**src/rtl/rbf_ram.sv**
```systemverilog
// Generic simple dual-port RAM, one write and one registered read port.
// No dependencies.
module rbf_ram #(
  parameter int WIDTH = 8,
  parameter int DEPTH = 64,
  localparam int AW = (DEPTH > 1) ? $clog2(DEPTH) : 1
) (
  input  logic             clk,
  input  logic             wr_en,
  input  logic [AW-1:0]    wr_addr,
  input  logic [WIDTH-1:0] wr_data,
  input  logic             rd_en,
  input  logic [AW-1:0]    rd_addr,
  output logic [WIDTH-1:0] rd_data
);
  logic [WIDTH-1:0] mem [DEPTH];

  always_ff @(posedge clk) begin
    if (wr_en) begin
      mem[wr_addr] <= wr_data;
    end
    if (rd_en) begin
      rd_data <= mem[rd_addr];
    end
  end
endmodule

```
**config.mk**
```make
export PLATFORM = sky130hd
export DESIGN_NAME = rbf_ram
export DESIGN_NICKNAME = d
export VERILOG_FILES = /design/src/rtl/rbf_ram.sv
export SDC_FILE = /design/constraint.sdc
export NUM_CORES = 1
export LEC_CHECK = 0
export BUFFER_PORTS_ARGS = -buffer_cell sky130_fd_sc_hd__buf_2
export CAP_MARGIN = 10
export CORE_MARGIN = 5
export CORE_UTILIZATION = 60
export CTS_CLUSTER_DIAMETER = 40
export DETAILED_ROUTE_END_ITERATION = 12
export HOLD_SLACK_MARGIN = 0.06
export PLACE_DENSITY = 0.74
export SYNTH_ARGS = -nofsm -noshare
export SYNTH_HDL_FRONTEND = slang
export SYNTH_SLANG_ARGS = --single-unit
```
**constraint.sdc**
```tcl
create_clock -name clk -period 6.3 [get_ports clk]
set_input_delay 0.945 -clock clk [delete_from_list [all_inputs] [get_ports clk]]
set_output_delay 0.945 -clock clk [all_outputs]
set_load 0.005 [all_outputs]
```
After elaboration in Yosys (flattened, before gate mapping):

Memory sizes are Yosys's and may differ from the RTL's. A register that Yosys moved wholly into a read port is not among the register bits.
Cells that the tools add are included.

* bitwise logic cells: 0
* magnitude comparators: 0
* reduce and logical (&&, ||, !) cells: 0
* shift-type cells: 0
* $mul: 0
* $add $sub $neg: 0
* muxes and demuxes: 2
* equality and inequality tests: 0
* div/mod/pow operators: 0

Operators with widths (count)
* 2-to-1 mux 1 bit: 2

* output and inout port bits: 8
* word-level logic and storage cells: 3
* flip-flop bits (word level): 0
* bits of input ports: 23
* RAM bits: 512
* memories: 1
* latch bits: 0
* ROM bits: 0

Memory list
* mem: words 64, bits a word 8, read ports 1, clocked after Yosys merged registers in 1, write ports 1, line 16 `logic [WIDTH-1:0] mem [DEPTH];`

Logic depth before layout (Yosys ltp):

* word-level depth: 2
* depth in mapped cells: 9
* mapped depth without buffers: 5

Worst setup path after synthesis:

OpenSTA, ideal clock, no wires.

* path type: in2reg
* start point: input rd_addr[1]
* end point: register rd_data[3] (read register of mem) (data pin)
* setup slack: 3.549 ns
* arrival time: 2.485 ns
* cell stages on the path: 7
* data required time: 6.034 ns
* buffers on the path: 3
* library setup time: 0.266 ns
* cell sequence: buf_4 -> buf_2 -> buf_2 -> mux4_2 -> mux4_2 -> o21ai_1 -> o41ai_1

RTL lines
* start, declared: line 13 `input logic [AW-1:0] rd_addr,`
* end, declared: line 14 `output logic [WIDTH-1:0] rd_data`

==> impl.org <==
** Routing
- Vias :: roughly 9700
- Once detail routing completed, the nets flagged for antenna violations numbered 0.
- Routed WL :: ~43 mm
- In the final routed layout, each cell accounts on average for between 20 and 30 um.
- Dividing the detail-routed via count by the number of cells gives 6.58.
- First DRT Iteration DRCs :: between 1000 and 1500
- After detailed routing, the number of remaining DRC violations is 0.
- Pre-antenna DRT Iters :: 5

** Critical path
- Kind of cell with the highest combined delay on the critical path :: buffers and inverters
- Startpoint-to-endpoint class of the critical path :: in -> reg
- Number of cells traversed by the worst register-to-register path :: 4
- Reg-to-reg critical path endpoint :: rd_data[0]
- In this run the worst path has a maximum fanout of 41.
- FF-to-FF setup slack :: 4090 ps
- Slowest CP cell :: buf_4
- Longest individual stage delay on the worst path :: 580 ps
- Start of the worst register-to-register path :: mem[41][0]
- The critical path starts at rd_addr[2].
- Capture point of the critical path :: rd_data[6]
- Required time worst endpoint :: 6610 ps
- Endpoint kind of the worst setup timing path :: flip-flop
- Critical path cell sequence :: buf_4 > buf_4 > mux4_2 > mux2_2 > o221a_2 > nor3_1 > o32ai_1
- Buf+Inv Stages, Crit Path :: 2
- STA puts the critical path data arrival time at 3490 ps.
- In this run the number of cells on the critical path is 7.
- Counting stages on the worst path, the most repeated cell is buf_4.
- The worst setup path is launched from an input pin.

** Finish
- After filler insertion, the fill cell instance count of the layout stands at 2035.
- The final layout contains 1010 nets.
- The area growth from synthesis to layout is 11.2%.
- 0 antenna diodes ended up in the layout.
- Fraction of final layout cells with drive strength greater than 1 :: 25.4%

** Yosys
- Top cells by area in the synthesized netlist :: edfxtp_1 (77%), mux4_2 (14%), nor2_1 (1.5%)
- Average instance area after synthesis :: 21.5 um2
- For this run, the number of Yosys warnings is 0.
- Register area share after synthesis :: 77.1%
- Post-Synthesis Cell Area :: 20200 um2
- Counting flops and latches in the post-synthesis netlist gives 520.
- Cell type contributing the most total cell area after synthesis :: edfxtp_1
- Counting every net in the synthesized netlist gives 963.
- Synthesis produced a netlist whose cell count is 940.
- Summed over its instances, the top area cell type makes up a little under 80% of the synthesized netlist area.
- Synthesis instantiated 39 different standard cells from the library.

** Floorplanning
- Pin placement for this block handled 31 I/O pins.
- Die outline width :: 194 um
- Number of rows created at floorplan :: 67
- Die boundary height :: 194 um
- Once the floorplan was initialized, standard cells occupied 60.5% of the core.
- Die ar. :: about 38000 um2
- The total area inside the core boundary comes to between 30000 and 40000 um2.

** Timing
- Slew HR :: 16.8%
- Highest clock rate :: 314 MHz
- The number of failing hold endpoints at the final stage came to 0.
- Sum of negative setup slack :: 0 ps
- For the pin with the worst max-slew slack, the measured transition is 1250 ps.
- Period utilization :: between 50% and 60%
- Final setup fails :: 0
- Setup repair after global routing left no endpoint under its margin.
- Across all setup checks in the final design, the least slack found is 3110 ps.
- Max Transition Viols Final :: 0
- On the final layout, the worst clock skew is 11.1 ps.
- The worst path needs between 3000 and 4000 ps of the cycle, external delays included.

** Global route
- Total routing resource utilization after global routing :: 23.0%
- The total overflow left after global routing is 0.
- Pin count of the biggest net entering global routing :: 65
- Antenna violations before repair :: 0
- First-pass GRT wire length :: 64.4 mm
- Number of global-route vias before repair :: between 9000 and 10000

** Flow run
- Across the run, the number of max-cap violations was 0.

** Clocking
- Buffer type at the clock tree root :: clkbuf_16
- Resized Gates After CTS :: 0
- Clock buffers created by TritonCTS :: 54
- H-tree Lvls :: 2
- Clock latency on the worst-skew pair, taken at its later pin, is 570 ps.
- The clock net in this run drives a total of 520 sinks.
- TritonCTS built the clock tree.
- Clock input transition at the sequential cells of the worst setup and hold paths :: about 70 ps
- Number of buffers inserted to repair setup after CTS :: 0
- In this run the deepest clock path goes through 3 buffers.
- Count of hold-fix buffers inserted at cts :: 0

** Pwr
- PwrDens :: 325 nW/um2
- Worst IR Drop VDD :: 0.215 mV
- Total power for the finished layout comes to 7.33 mW.
- Leakage component of the power :: 7.00 nW

** Place
- OpenSTA, run right after detailed placement, puts the worst setup slack at approximately 2500 ps.
- Buffers placed on the I/O ports in this run total 30.
- Placed wire-length estimate after detailed placement :: ~25 mm
- Routability-driven placement finished with a final weighted congestion of 0.818.

** Hold path
- The path class of the tightest hold or removal check is in -> reg.
- Hold Path Origin :: rd_en

** Status
- The flow ran to the end, and the final reports show no timing, DRC or antenna violations.
## sequential cells by signal, summed over array words and instances, names as in the netlist
name and count:
rd_data 8, mem 512
## through the flow
| step | util [%] | instance area [um2] | hold slack, ps | std cells |
|---|---|---|---|---|
| 2_1_floorplan | - | 20200 | 797 | 940 |
| 3_3_place_gp | 62.0 | 20700 | 915 | 1378 |
| 3_5_place_dp | 62.0 | 20700 | 933 | 1378 |
| 4_1_cts | 67.3 | 22500 | 755 | 1474 |
| 5_1_grt | 67.3 | 22500 | 765 | 1475 |
| 6_report | 67.3 | 22500 | 779 | 1475 |
## final cells by class
cell class,instances,area (um2),area share (%)
flip-flops and latches,520,15600,69.3
clock inverters,35,350,1.56
multi-input cells,369,4320,19.2
repair buffers,42,279,1.24
well taps,448,561,2.49
clock buffers,61,1400,6.21
## per-layer routing
layer / routed length (um) / global-route usage [%] / vias to the layer above
li1: - / - / 4028
met1: 17200 / 35.0 / 5037
met2: 19900 / 34.0 / 548
met3: 4530 / 5.70 / 86
met4: 1290 / 7.08 / 0
met5: 0 / 0 / -
## worst min-delay path by stage
stage                            end  slack (ps)  depth (start not counted)
after floorplan           rd_data[0]         800                          4
after global placement    rd_data[6]         910                          3
after detailed placement  rd_data[6]         930                          3
after CTS                 rd_data[4]         760                          1
after global routing      rd_data[0]         770                          1
final                     rd_data[7]         780                          1
## power breakdown
| group | internal [mW] | total, mW | switching (mW) |
|---|---|---|---|
| Sequential | 3.84 | 3.85 | 0.0114 |
| Clock | 1.84 | 3.14 | 1.30 |
| Combinational | 0.126 | 0.337 | 0.211 |
## layout by cell type (no fill, tap or decap), types with 13 or more instances in the layout
cell type,n
nor2_1,83
nand3_1,13
clkbuf_16,55
mux4_2,126
nor2b_1,14
nand2_1,19
mux2_2,13
mux2i_1,23
buf_2,27
edfxtp_1,520
## synth_stat cells
cell / number
o21ai_1: 2
or3_1: 1
buf_2: 11
o221a_2: 2
o41ai_1: 2
mux2_2: 13
a221oi_1: 6
nand2b_1: 7
mux4_2: 126
o21a_1: 2
o32ai_1: 2
buf_6: 4
nand3_1: 13
buf_4: 13
nand4b_1: 1
o2bb2ai_1: 3
nand4_1: 2
o22ai_1: 8
nor2b_1: 14
o221ai_1: 8
o2111ai_1: 3
a2111oi_0: 2
a31oi_1: 1
mux2i_1: 23
clkbuf_1: 17
edfxtp_1: 520
nand2_1: 19
nor3_1: 7
buf_12: 2
a21oi_1: 3
a211oi_1: 4
nand3b_1: 3
and2_1: 1
o21ai_0: 2
a22oi_1: 3
nor2_1: 83
nor4_1: 2
o311ai_1: 1
buf_1: 4
## cells by family after synthesis
family          after synthesis  share of synthesized area [%]
compound gates               54                           2.06
simple gates                153                           3.37
buf+inv                      51                           1.56
flops                       520                           77.1
mux                         162                           15.9
Power figures use the tool's default switching activity.
