**config.mk**
```make
export PLATFORM = sky130hd
export DESIGN_NAME = rbf_mod
export DESIGN_NICKNAME = d
export VERILOG_FILES = /design/src/rtl/rbf_pkg.sv /design/src/rtl/rbf_mod.sv
export SDC_FILE = /design/constraint.sdc
export NUM_CORES = 1
export LEC_CHECK = 0
export ABC_AREA = 1
export BUFFER_PORTS_ARGS = -buffer_cell sky130_fd_sc_hd__buf_2
export CAP_MARGIN = 40
export CORE_MARGIN = 2
export CORE_UTILIZATION = 56
export CTS_BUF_LIST = sky130_fd_sc_hd__clkbuf_4
export DETAILED_ROUTE_END_ITERATION = 6
export PLACE_DENSITY = 0.85
export SLEW_MARGIN = 20
export SYNTH_ARGS = -nofsm -noshare
export SYNTH_HDL_FRONTEND = slang
export SYNTH_SLANG_ARGS = --single-unit
```
**constraint.sdc**
```tcl
create_clock -name clk -period 2.1 [get_ports clk]
set_input_delay 0.42 -clock clk [delete_from_list [all_inputs] [get_ports clk]]
set_output_delay 0.42 -clock clk [all_outputs]
set_load 0.01 [all_outputs]
```
**src/rtl/rbf_pkg.sv**
```systemverilog
// Package for the rotating Bloom filter: default sizes, command and
// register codes, controller states and the one-at-a-time hash steps.
// No dependencies.
package rbf_pkg;

  localparam int FILTER_SIZE_DEF   = 16384;
  localparam int MAX_HASHES_DEF    = 8;
  localparam int MAX_FILTERS_DEF   = 4;
  localparam int MAX_KEY_BYTES_DEF = 64;

  localparam int CFG_ADDR_W = 4;
  localparam int CFG_DATA_W = 32;
  localparam int HASH_W     = 32;

  typedef enum logic [1:0] {
    CMD_INSERT = 2'd0,
    CMD_CHECK  = 2'd1,
    CMD_ROTATE = 2'd2,
    CMD_NONE   = 2'd3
  } cmd_t;

  localparam logic [CFG_ADDR_W-1:0] REG_HASH_SEED    = 4'd0;
  localparam logic [CFG_ADDR_W-1:0] REG_HASH_COUNT   = 4'd1;
  localparam logic [CFG_ADDR_W-1:0] REG_FILTER_BITS  = 4'd2;
  localparam logic [CFG_ADDR_W-1:0] REG_FILTER_COUNT = 4'd3;

  typedef enum logic [3:0] {
    ST_INIT,
    ST_IDLE,
    ST_KRD,
    ST_KMIX,
    ST_FIN,
    ST_MOD,
    ST_FRD,
    ST_FUPD,
    ST_DONE,
    ST_CLRD,
    ST_CLWR
  } state_t;

  function automatic logic [HASH_W-1:0] oaat_mix(input logic [HASH_W-1:0] h,
                                                 input logic [7:0] b);
    logic [HASH_W-1:0] t;
    t = h + HASH_W'(b);
    t = t + (t << 10);
    t = t ^ (t >> 6);
    return t;
  endfunction

  function automatic logic [HASH_W-1:0] oaat_final(input logic [HASH_W-1:0] h);
    logic [HASH_W-1:0] t;
    t = h + (h << 3);
    t = t ^ (t >> 11);
    t = t + (t << 15);
    return t;
  endfunction

endpackage

```
**src/rtl/rbf_mod.sv**
```systemverilog
// Iterative remainder unit: 32-bit hash modulo the bit count, one bit a cycle.
// Depends on rbf_pkg.
module rbf_mod import rbf_pkg::*; #(
  parameter int CW = 15,
  parameter int IW = 14
) (
  input  logic              clk,
  input  logic              rst_n,
  input  logic              start,
  input  logic [HASH_W-1:0] dividend,
  input  logic [CW-1:0]     divisor,
  output logic              done,
  output logic [IW-1:0]     rem
);
  localparam int CNT_W = $clog2(HASH_W);

  logic [CW-1:0]     rem_r, rem_nxt;
  logic [HASH_W-1:0] quo_r, quo_nxt;
  logic [CNT_W-1:0]  cnt_r, cnt_nxt;
  logic              busy_r, busy_nxt;
  logic              done_r, done_nxt;
  logic [CW:0]       rem_sh;

  always_comb begin
    rem_sh   = {rem_r, quo_r[HASH_W-1]};
    rem_nxt  = rem_r;
    quo_nxt  = quo_r;
    cnt_nxt  = cnt_r;
    busy_nxt = busy_r;
    done_nxt = 1'b0;
    if (start) begin
      rem_nxt  = '0;
      quo_nxt  = dividend;
      cnt_nxt  = '0;
      busy_nxt = 1'b1;
    end else if (busy_r) begin
      if (rem_sh >= {1'b0, divisor}) begin
        rem_nxt = CW'(rem_sh - {1'b0, divisor});
      end else begin
        rem_nxt = CW'(rem_sh);
      end
      quo_nxt = quo_r << 1;
      cnt_nxt = cnt_r + CNT_W'(1);
      if (cnt_r == CNT_W'(HASH_W - 1)) begin
        busy_nxt = 1'b0;
        done_nxt = 1'b1;
      end
    end
  end

  always_ff @(posedge clk) begin
    if (!rst_n) begin
      busy_r <= 1'b0;
      done_r <= 1'b0;
    end else begin
      busy_r <= busy_nxt;
      done_r <= done_nxt;
    end
    rem_r <= rem_nxt;
    quo_r <= quo_nxt;
    cnt_r <= cnt_nxt;
  end

  assign done = done_r;
  assign rem  = rem_r[IW-1:0];
endmodule

```
; Word-level counts from Yosys, hierarchy flattened
; Cells that the tools add are included.
[word_totals]
ff_bits = 54
latchBits = 0
ramBits = 0
rom_bits = 0
inputBits = 50
out_inout_bits = 15
wordCells = 20
mem_count = 0
[classes]
add_sub_neg = 2
mul = 0
div = 0
order_cmp = 1
n_eq_ne = 1
shift = 0
mux = 7
n_bitwise = 2
reduce_logical = 2
[ops]
columns = op, n
row1 = $mux 32, 2
row2 = $ge 16x15->1, 1
row3 = $mux 15, 1
row4 = $sub 15x15->15, 1
row5 = $add 5x1->5 const B, 1
row6 = $eq 5x5->1 const B, 1
row7 = $mux 1, 4
row8 = $reduce_or 3->1, 1
row9 = $not 1->1, 2
row10 = $reduce_bool 2->1, 1

; Longest topological paths before layout
; Gate-level depths: netlist of the first run.
[logic_depth]
ltp_word = 4
ltp_mapped = 14
mapped_depth_nobuf = 14

; Worst setup path after synthesis of the first run
; OpenSTA, ideal clock, no wires.
[synth_timing]
path_type = input to register
startpoint = input port divisor[0]
endpoint = register rem_r[13]
setup_time_ns = 0.112
t_arrival_ns = 1.835
required_ns = 1.988
slack_ns = 0.153
stages = 13
path_cell_list = ha_1 > fa_1 > inv_1 > nand2_1 > nand2_1 > nand3_2 > nand3_2 > nand2_4 > nand2_4 > buf_6 > nand3_2 > nand2_1 > nand2_1
[synth_via]
elab_chain_len = 2
[synth_lines]
columns = item, line_no
row1 = from (decl), rbf_mod.sv:11  ; input logic [CW-1:0] divisor,
row2 = $sub 15x15->15 or $ge 16x15->1 (tied branches), "rbf_mod.sv:38, rbf_mod.sv:37"
row3 = $mux 15 (*), rbf_mod.sv:37  ; if (rem_sh >= {1'b0, divisor}) begin
row4 = to (signal assigned), rbf_mod.sv:59  ; rem_r <= rem_nxt;
row5 = to (decl), rbf_mod.sv:17  ; logic [CW-1:0] rem_r, rem_nxt;
; Every way passes the cells marked *; elsewhere a longest branch is shown, timed or not.
; A chain may end at the register's enable or synchronous reset.

; Final worst setup path of the first run
[layout_timing]
startpoint = register quo_r[31]
endpoint = register rem_r[11]
[layout_via]
elab_chain_len = 2
[layout_lines]
columns = item, line_no
row1 = from (decl), rbf_mod.sv:18  ; logic [HASH_W-1:0] quo_r, quo_nxt;
row2 = from (signal assigned), rbf_mod.sv:60  ; quo_r <= quo_nxt;
row3 = $sub 15x15->15 or $ge 16x15->1 (tied branches), "rbf_mod.sv:38, rbf_mod.sv:37"
row4 = $mux 15 (*), rbf_mod.sv:37
; Marked as above.

==> metrics, run 1 <==
Post-Synthesis Cell Area=0.00351 mm²; Placed Area=0.00386 mm²; Tmin final=1.93 ns; Residual DRC=0; max cap viols=0; Synth cell types=32; max frequency=519 MHz; Cell Int Power=1.59 mW; fin util=0.659; flops & latches, synth=54; layout cells sized above 1=0.189; Inst Count DP=611; detailed-route wire length per cell=12.3 µm; Tightest Hold Check Type=in -> reg; drt total wl=7.63 mm; most common cell in the netlist=nand2_1; flop2flop setup slack=0.17 ns; PD cells=541 mW/mm²; vias in the first global route=3054; final worst slack=0.173 ns; row cnt=28; reg-to-reg critical path startpoint=quo_r[31]; Clock transition at path regs=0.16 ns; switch share=0.257; GRT overflow=0; Sink Count=54; Sw Pwr=0.550 mW; post-route insts no fill=619; worst hold stages=3; status=finished clean; element type at the critical path end=register; H-tree Lvls=2; Yosys top cell area share=0.274; Final Skew=0.0152 ns; io pins=65; Die H=83.2 µm; top post-synthesis cells by area=edfxtp_1 27%, nand2_1 22%, dfxtp_1 13%, inv_1 7.6%, ha_1 6.1%; critical path class=reg -> reg; EDFF count, synth=32; Final Hold Viols=0; routability cong.=0.927; clock share of power=0.273; synth warn=0; DP Wirelength=5.94 mm; Syn Nets=556; Mapped Cells=488; worst endpoint required time=2.42 ns; fin. max-slew vios=0; Worst Setup SP=quo_r[31]; Worst setup SP type=register; period utilisation layout=0.918; routed vias/inst=4.99; Longest Clk Path Bufs=2; TNS Setup=0 ns; DIE AREA=0.00692 mm²; latest clock arrival within the worst-skew pair=0.38 ns; sequential fraction of the synthesis area=0.399; Setup Fix Bufs, Post-CTS=0; worst vdd ir=0.471 mV; Detail Route Antenna Nets=0; Leak Pwr=2.21 nW; pre-CTS WS=-0.0538 ns; Final Setup Violations=0; port buffer count=64; Iter 0 DRT Violations=141; WP data arrival=2.25 ns; first-pass GRT wire length=12.9 mm; Most used DFF post-synth=edfxtp_1; CP Max Fanout=9; RSZ-0062 raised after global routing=false; GRT Total Usage=0.225; sequential power share=0.577; Synth async-reset ratio=0; Filler cells=546; Die Span X=83.2 µm; via count=3087; core area=0.00599 mm²; reg2reg path depth=15; area grow syn2layout=12.3%; # diodes=0; capturing point of the worst reg2reg path=rem_r[11]; Gate power share=0.149; commonest cells in the netlist=208 x nand2_1, 71 x inv_1, 37 x nand3_1; post-synth top area cell=edfxtp_1; initial antenna violation count=0; largest net degree at the start of global routing=40; final net count=611; Worst slew margin=0.472; Num CTS Buffers=5; Setup crit end=rem_r[11]; CTS root buf=clkbuf_4; post-route cell area=0.00395 mm²; mean area per synthesized cell=7.20 µm²; Slew @ Worst Pin=0.788 ns; Initial Util=0.586; Initial DRT Pass Iterations=4; CTS tree=built
==> final cells by class <==
| cell class | count | area, µm² | area share |
|---|---|---|---|
| multi-input cells | 336 | 1670 | 0.424 |
| inverters | 72 | 270 | 0.0685 |
| well taps | 75 | 93.8 | 0.0238 |
| clock inverters | 3 | 42.5 | 0.0108 |
| repair buffers | 74 | 428 | 0.108 |
| flip-flops and latches | 54 | 1400 | 0.355 |
| clock buffers | 5 | 37.5 | 0.00951 |
==> cells in the final DEF (no fill, tap or decap), types with 4 or more instances in the layout <==
master | Yosys | final
nand4_1 | 4 | 4
nand3b_1 | 5 | 5
buf_2 | 0 | 64
inv_1 | 71 | 70
nor2_1 | 18 | 18
a21oi_1 | 7 | 7
edfxtp_1 | 32 | 32
ha_1 | 17 | 16
nand3_2 | 6 | 6
dfxtp_1 | 22 | 22
o21ai_0 | 6 | 6
nor3_1 | 5 | 5
buf_4 | 15 | 8
clkbuf_4 | 0 | 5
nand2_2 | 3 | 4
nand3_1 | 37 | 37
nand2_1 | 208 | 207
==> repair_timing <==
| action | in CTS | in global routing |
|---|---|---|
| resized for setup | 0 | 4 |
| endpoints found under the setup margin | 0 | 15 |
| hold buffers | 0 | 0 |
==> worst min-delay path by stage <==
stage | start | to
after floorplan | rem_r[14] | rem_r[14]
after global placement | rem_r[14] | rem_r[14]
after detailed placement | rem_r[14] | rem_r[14]
after CTS | start | cnt_r[3]
after global routing | rst_n | done
final | rst_n | busy_r
==> power by group through the flow <==
stage / Clock [mW] / Sequential, mW / Combinational, mW
after CTS: 0.596 / 1.23 / 0.316
after floorplan: 0 / 1.25 / 0.201
after global placement: 0 / 1.25 / 0.299
after detailed placement: 0 / 1.26 / 0.315
final: 0.584 / 1.23 / 0.319
after global routing: 0.636 / 1.24 / 0.360
==> critical path: stages, from the launching register on <==
cell      delay (ns)
edfxtp_1        0.35
inv_1           0.07
ha_2            0.19
fa_2            0.36
inv_2           0.07
nand2_1         0.06
nand2_2         0.08
nand3_2         0.08
nand3_2         0.10
nand2_4         0.06
buf_4           0.17
nand3_1         0.07
nand2_1         0.05
inv_1           0.05
nand2_1         0.05
nand2_1         0.05
==> through the flow <==
stage,hold WS [ns],total power [mW]
5_1_grt,0.266,2.24
6_report,0.272,2.14
4_1_cts,0.262,2.15
3_5_place_dp,0.474,1.57
3_3_place_gp,0.464,1.55
2_1_floorplan,0.445,1.45
==> registers in the layout (all words and copies together) (netlist names) <==
signal and count:
done 1, cnt_r 5, rem_r 15, quo_r 32, busy_r 1
==> per-layer routing <==
metal,track usage,part of all wire
met2,0.387,0.49
met3,0.0378,0.039
met1,0.287,0.45
met4,0.0775,0.024
met5,0,0
==> logic make-up (layout without fill, tap and decap cells) <==
kind of cell	after synthesis	in the layout	share of synthesized area
compound gates	17	17	0.0296
xor+xnor	6	6	0.0150
fa+ha+maj	18	18	0.0662
buf+inv	98	154	0.127
flops	54	54	0.399
simple gates	295	295	0.363
(Power assumes the default switching activity.)
==> inputs of run 2 (changes only) <==
ABC_AREA = unset   (was 1)
PLACE_DENSITY = 0.86   (was 0.85)
==> run 2 against run 1 <==
- the run now ends with setup timing left
- via count down 16%
- clock power grew 6.0%
- wire length down 1.3%
- sequential share of layout area is 1.4 points lower
- sequential power about the same
- clock-buffer cell count unchanged
- global-route usage is 1.1 points higher
- power grew 21%
- highest routed layer unchanged
==> metrics, run 2 <==
vias in the first global route=2530 (was 3054); mean area per synthesized cell=10.6 µm² (was 7.20 µm²); fin. max-slew vios=0 (unchanged); hold-fix buffer count after cts=0 (unchanged); reg2reg path depth=9 (was 15); DIE AREA=0.00640 mm² (was 0.00692 mm²); failing checks=setup timing; most common cell in the netlist=edfxtp_1 (was nand2_1); detailed-route wire length per cell=15.6 µm (was 12.3 µm); largest net degree at the start of global routing=36 (was 40); post-route insts no fill=481 (was 619); Crit-path slowest cell=or4_4 (was fa_2); Tightest Hold Check Type=in -> reg (unchanged); max frequency=412 MHz (was 519 MHz); # diodes=0 (unchanged); CTS root buf=clkbuf_4 (unchanged); critical path class=reg -> reg (unchanged); reg-to-reg critical path startpoint=quo_r[31] (unchanged); critical-path cell list=inv_2 > ha_4 > fa_2 > nand2b_4 > a21oi_4 > o21ai_2 > a211o_1 > or4_4 > a311oi_2 (was inv_1 > ha_2 > fa_2 > inv_2 > nand2_1 > nand2_2 > nand3_2 > nand3_2 > nand2_4 > buf_4 > nand3_1 > nand2_1 > inv_1 > nand2_1 > nand2_1); Syn Nets=374 (was 556); switch share=0.280 (was 0.257); Crit path max-delay family=compound AO/OA/AOI/OAI gates (was simple AND/OR/NAND/NOR gates); Residual DRC=0 (unchanged); worst vdd ir=0.329 mV (was 0.471 mV); synth warn=0 (unchanged); PD cells=628 mW/mm² (was 541 mW/mm²); routability cong.=0.886 (was 0.927); Sink Count=54 (unchanged); most frequent cells in the layout=64 x buf_2, 55 x buf_4, 32 x edfxtp_1 (was 207 x nand2_1, 70 x inv_1, 64 x buf_2); worst endpoint required time=2.42 ns (about the same); Largest register FFs=32 (unchanged); Final Hold Viols=0 (unchanged); Synth cell types=51 (was 32); GRT Total Usage=0.236 (was 0.225); CTS tree=built (unchanged); Clock transition at path regs=0.17 ns (was 0.16 ns); core area=0.00554 mm² (was 0.00599 mm²); Longest Clk Path Bufs=2 (unchanged); Iter 0 DRT Violations=198 (was 141); element type at the critical path end=register (unchanged); Sw Pwr=0.723 mW (was 0.550 mW); Gate power share=0.271 (was 0.149); Most used DFF post-synth=edfxtp_1 (unchanged); worst hold stages=2 (was 3); Biggest register=quo_r (unchanged); GRT overflow=0 (unchanged); WP data arrival=2.75 ns (was 2.25 ns); sequential power share=0.489 (was 0.577); flop2flop setup slack=-0.33 ns (was 0.17 ns); sequential fraction of the synthesis area=0.433 (was 0.399); hold path startpoint=rst_n (unchanged); routed vias/inst=5.42 (was 4.99); post-synth top area cell=edfxtp_1 (unchanged); Inst Count DP=467 (was 611); clock share of power=0.240 (was 0.273); latest clock arrival within the worst-skew pair=0.39 ns (was 0.38 ns); Worst slew margin=0.724 (was 0.472); commonest cells in the netlist=32 x edfxtp_1, 31 x mux2_2, 27 x nor2_1 (was 208 x nand2_1, 71 x inv_1, 37 x nand3_1); Slew @ Worst Pin=0.414 ns (was 0.788 ns); area grow syn2layout=26.8% (was 12.3%); Initial DRT Pass Iterations=5 (was 4); buffers and inverters on the worst path=1 (was 4); Post-Synthesis Cell Area=0.00324 mm² (was 0.00351 mm²); DP Wirelength=5.47 mm (was 5.94 mm); Tmin final=2.43 ns (was 1.93 ns); status=finished with violations (was finished clean); Cell Int Power=1.86 mW (was 1.59 mW); RSZ-0062 raised after global routing=true (was false); Synth async-reset ratio=0 (unchanged); Detail Route Antenna Nets=0 (unchanged); Final Setup Violations=15 (was 0); Die H=80.0 µm (was 83.2 µm); port buffer count=64 (unchanged); final net count=476 (was 611); top post-synthesis cells by area=edfxtp_1 30%, dfxtp_1 14%, mux2_2 11%, ha_1 6.6%, buf_4 3.7% (was edfxtp_1 27%, nand2_1 22%, dfxtp_1 13%, inv_1 7.6%, ha_1 6.1%); period utilisation layout=1.16 (was 0.918); Num CTS Buffers=5 (unchanged); fin util=0.741 (was 0.659); Worst setup SP type=register (unchanged); Mapped Cells=306 (was 488); Initial Util=0.584 (was 0.586); H-tree Lvls=2 (unchanged); drt total wl=7.53 mm (was 7.63 mm); layout cells sized above 1=0.438 (was 0.189); commonest non-fill, non-tap cell in the layout=buf_2 (was nand2_1); Worst Hold End=busy_r (unchanged); EDFF count, synth=32 (unchanged); Yosys top cell area share=0.297 (was 0.274); final worst slack=-0.326 ns (was 0.173 ns); max cap viols=0 (unchanged); first-pass GRT wire length=11.7 mm (was 12.9 mm); flops & latches, synth=54 (unchanged); Largest regs=quo_r (32), rem_r (15), cnt_r (5) (unchanged); CP Max Fanout=4 (was 9); initial antenna violation count=0 (unchanged); Die Span X=80.0 µm (was 83.2 µm); Final Skew=0.0121 ns (was 0.0152 ns); row cnt=27 (was 28); capturing point of the worst reg2reg path=rem_r[11] (unchanged); Leak Pwr=1.90 nW (was 2.21 nW); io pins=65 (unchanged); delay of the slowest cell on the worst path=0.49 ns (was 0.36 ns); via count=2605 (was 3087)
[run 2: cell count changes after synthesis, sizes merged, moves of 6 or more]
cell and change:
inv -53, nand3 -43, mux2 +32, nand2 -199, a211oi +9, mux2i +9
xnor2 +6
[run 2: repair_timing]
item,4_1_cts,5_1_grt
buffers inserted,4,2
pin swaps,7,3
setup endpoints to repair,15,15
resized for setup,3,5
[run 2: routing by layer]
layer	GRT usage	wire, µm	vias up
li1	-	-	1296
met1	0.318	3380	1233
met2	0.395	3700	68
met3	0.0351	359	8
met4	0.0712	89	0
met5	0	0	-
[run 2: worst reg2reg max path, cell delays in order, from the launching register on]
cell and delay [ns]:
edfxtp_1 0.37, inv_2 0.06, ha_4 0.16, fa_2 0.34
nand2b_4 0.17, a21oi_4 0.17, o21ai_2 0.08, a211o_1 0.31
or4_4 0.49, a311oi_2 0.23
[run 2: logic make-up after synthesis]
| family | share of synthesized area |
|---|---|
| simple gates | 0.127 |
| flops | 0.433 |
| compound gates | 0.115 |
| buf+inv | 0.0762 |
| mux | 0.139 |
| fa+ha+maj | 0.0719 |
| xor+xnor | 0.0379 |
[run 2: power by group through the flow]
stage / registers [mW] / clock network, mW / logic (mW)
after detailed placement: 1.28 / 0 / 0.664
after CTS: 1.26 / 0.635 / 0.681
after global routing: 1.27 / 0.666 / 0.765
after floorplan: 1.28 / 0 / 0.413
after global placement: 1.28 / 0 / 0.646
final: 1.26 / 0.619 / 0.699
[run 2: how the worst max path moves through the flow]
stage               start         to  slack, ns  cells after the start
2_1_floorplan  divisor[0]  rem_r[11]      -0.36                      8
3_3_place_gp   divisor[0]  rem_r[11]      -0.54                      9
3_5_place_dp   divisor[0]  rem_r[11]      -0.59                      9
4_1_cts         quo_r[31]  rem_r[11]      -0.28                      9
5_1_grt         quo_r[31]  rem_r[11]      -0.43                      9
6_report        quo_r[31]  rem_r[11]      -0.33                      9
[run 2: final cells by class]
type | count | area, µm²
timing repair buffer | 124 | 807
sequential | 54 | 1400
inverter | 20 | 75.1
multi-input combinational | 203 | 1650
fill | 397 | 1440
clock inverter | 3 | 48.8
tap | 72 | 90.1
clock buffer | 5 | 37.5
[run 2: stage by stage]
| stage | TNS (ns) | worst slack, ns | area, µm² | power, mW | hold slack (ns) |
|---|---|---|---|---|---|
| 3_5_place_dp | -6.09 | -0.587 | 3950 | 1.95 | 0.499 |
| 3_3_place_gp | -5.22 | -0.541 | 3950 | 1.92 | 0.479 |
| 6_report | -3.15 | -0.326 | 4110 | 2.58 | 0.240 |
| 5_1_grt | -4.87 | -0.434 | 4110 | 2.70 | 0.229 |
| 4_1_cts | -2.59 | -0.277 | 4080 | 2.58 | 0.225 |
| 2_1_floorplan | -2.86 | -0.364 | 3290 | 1.69 | 0.467 |
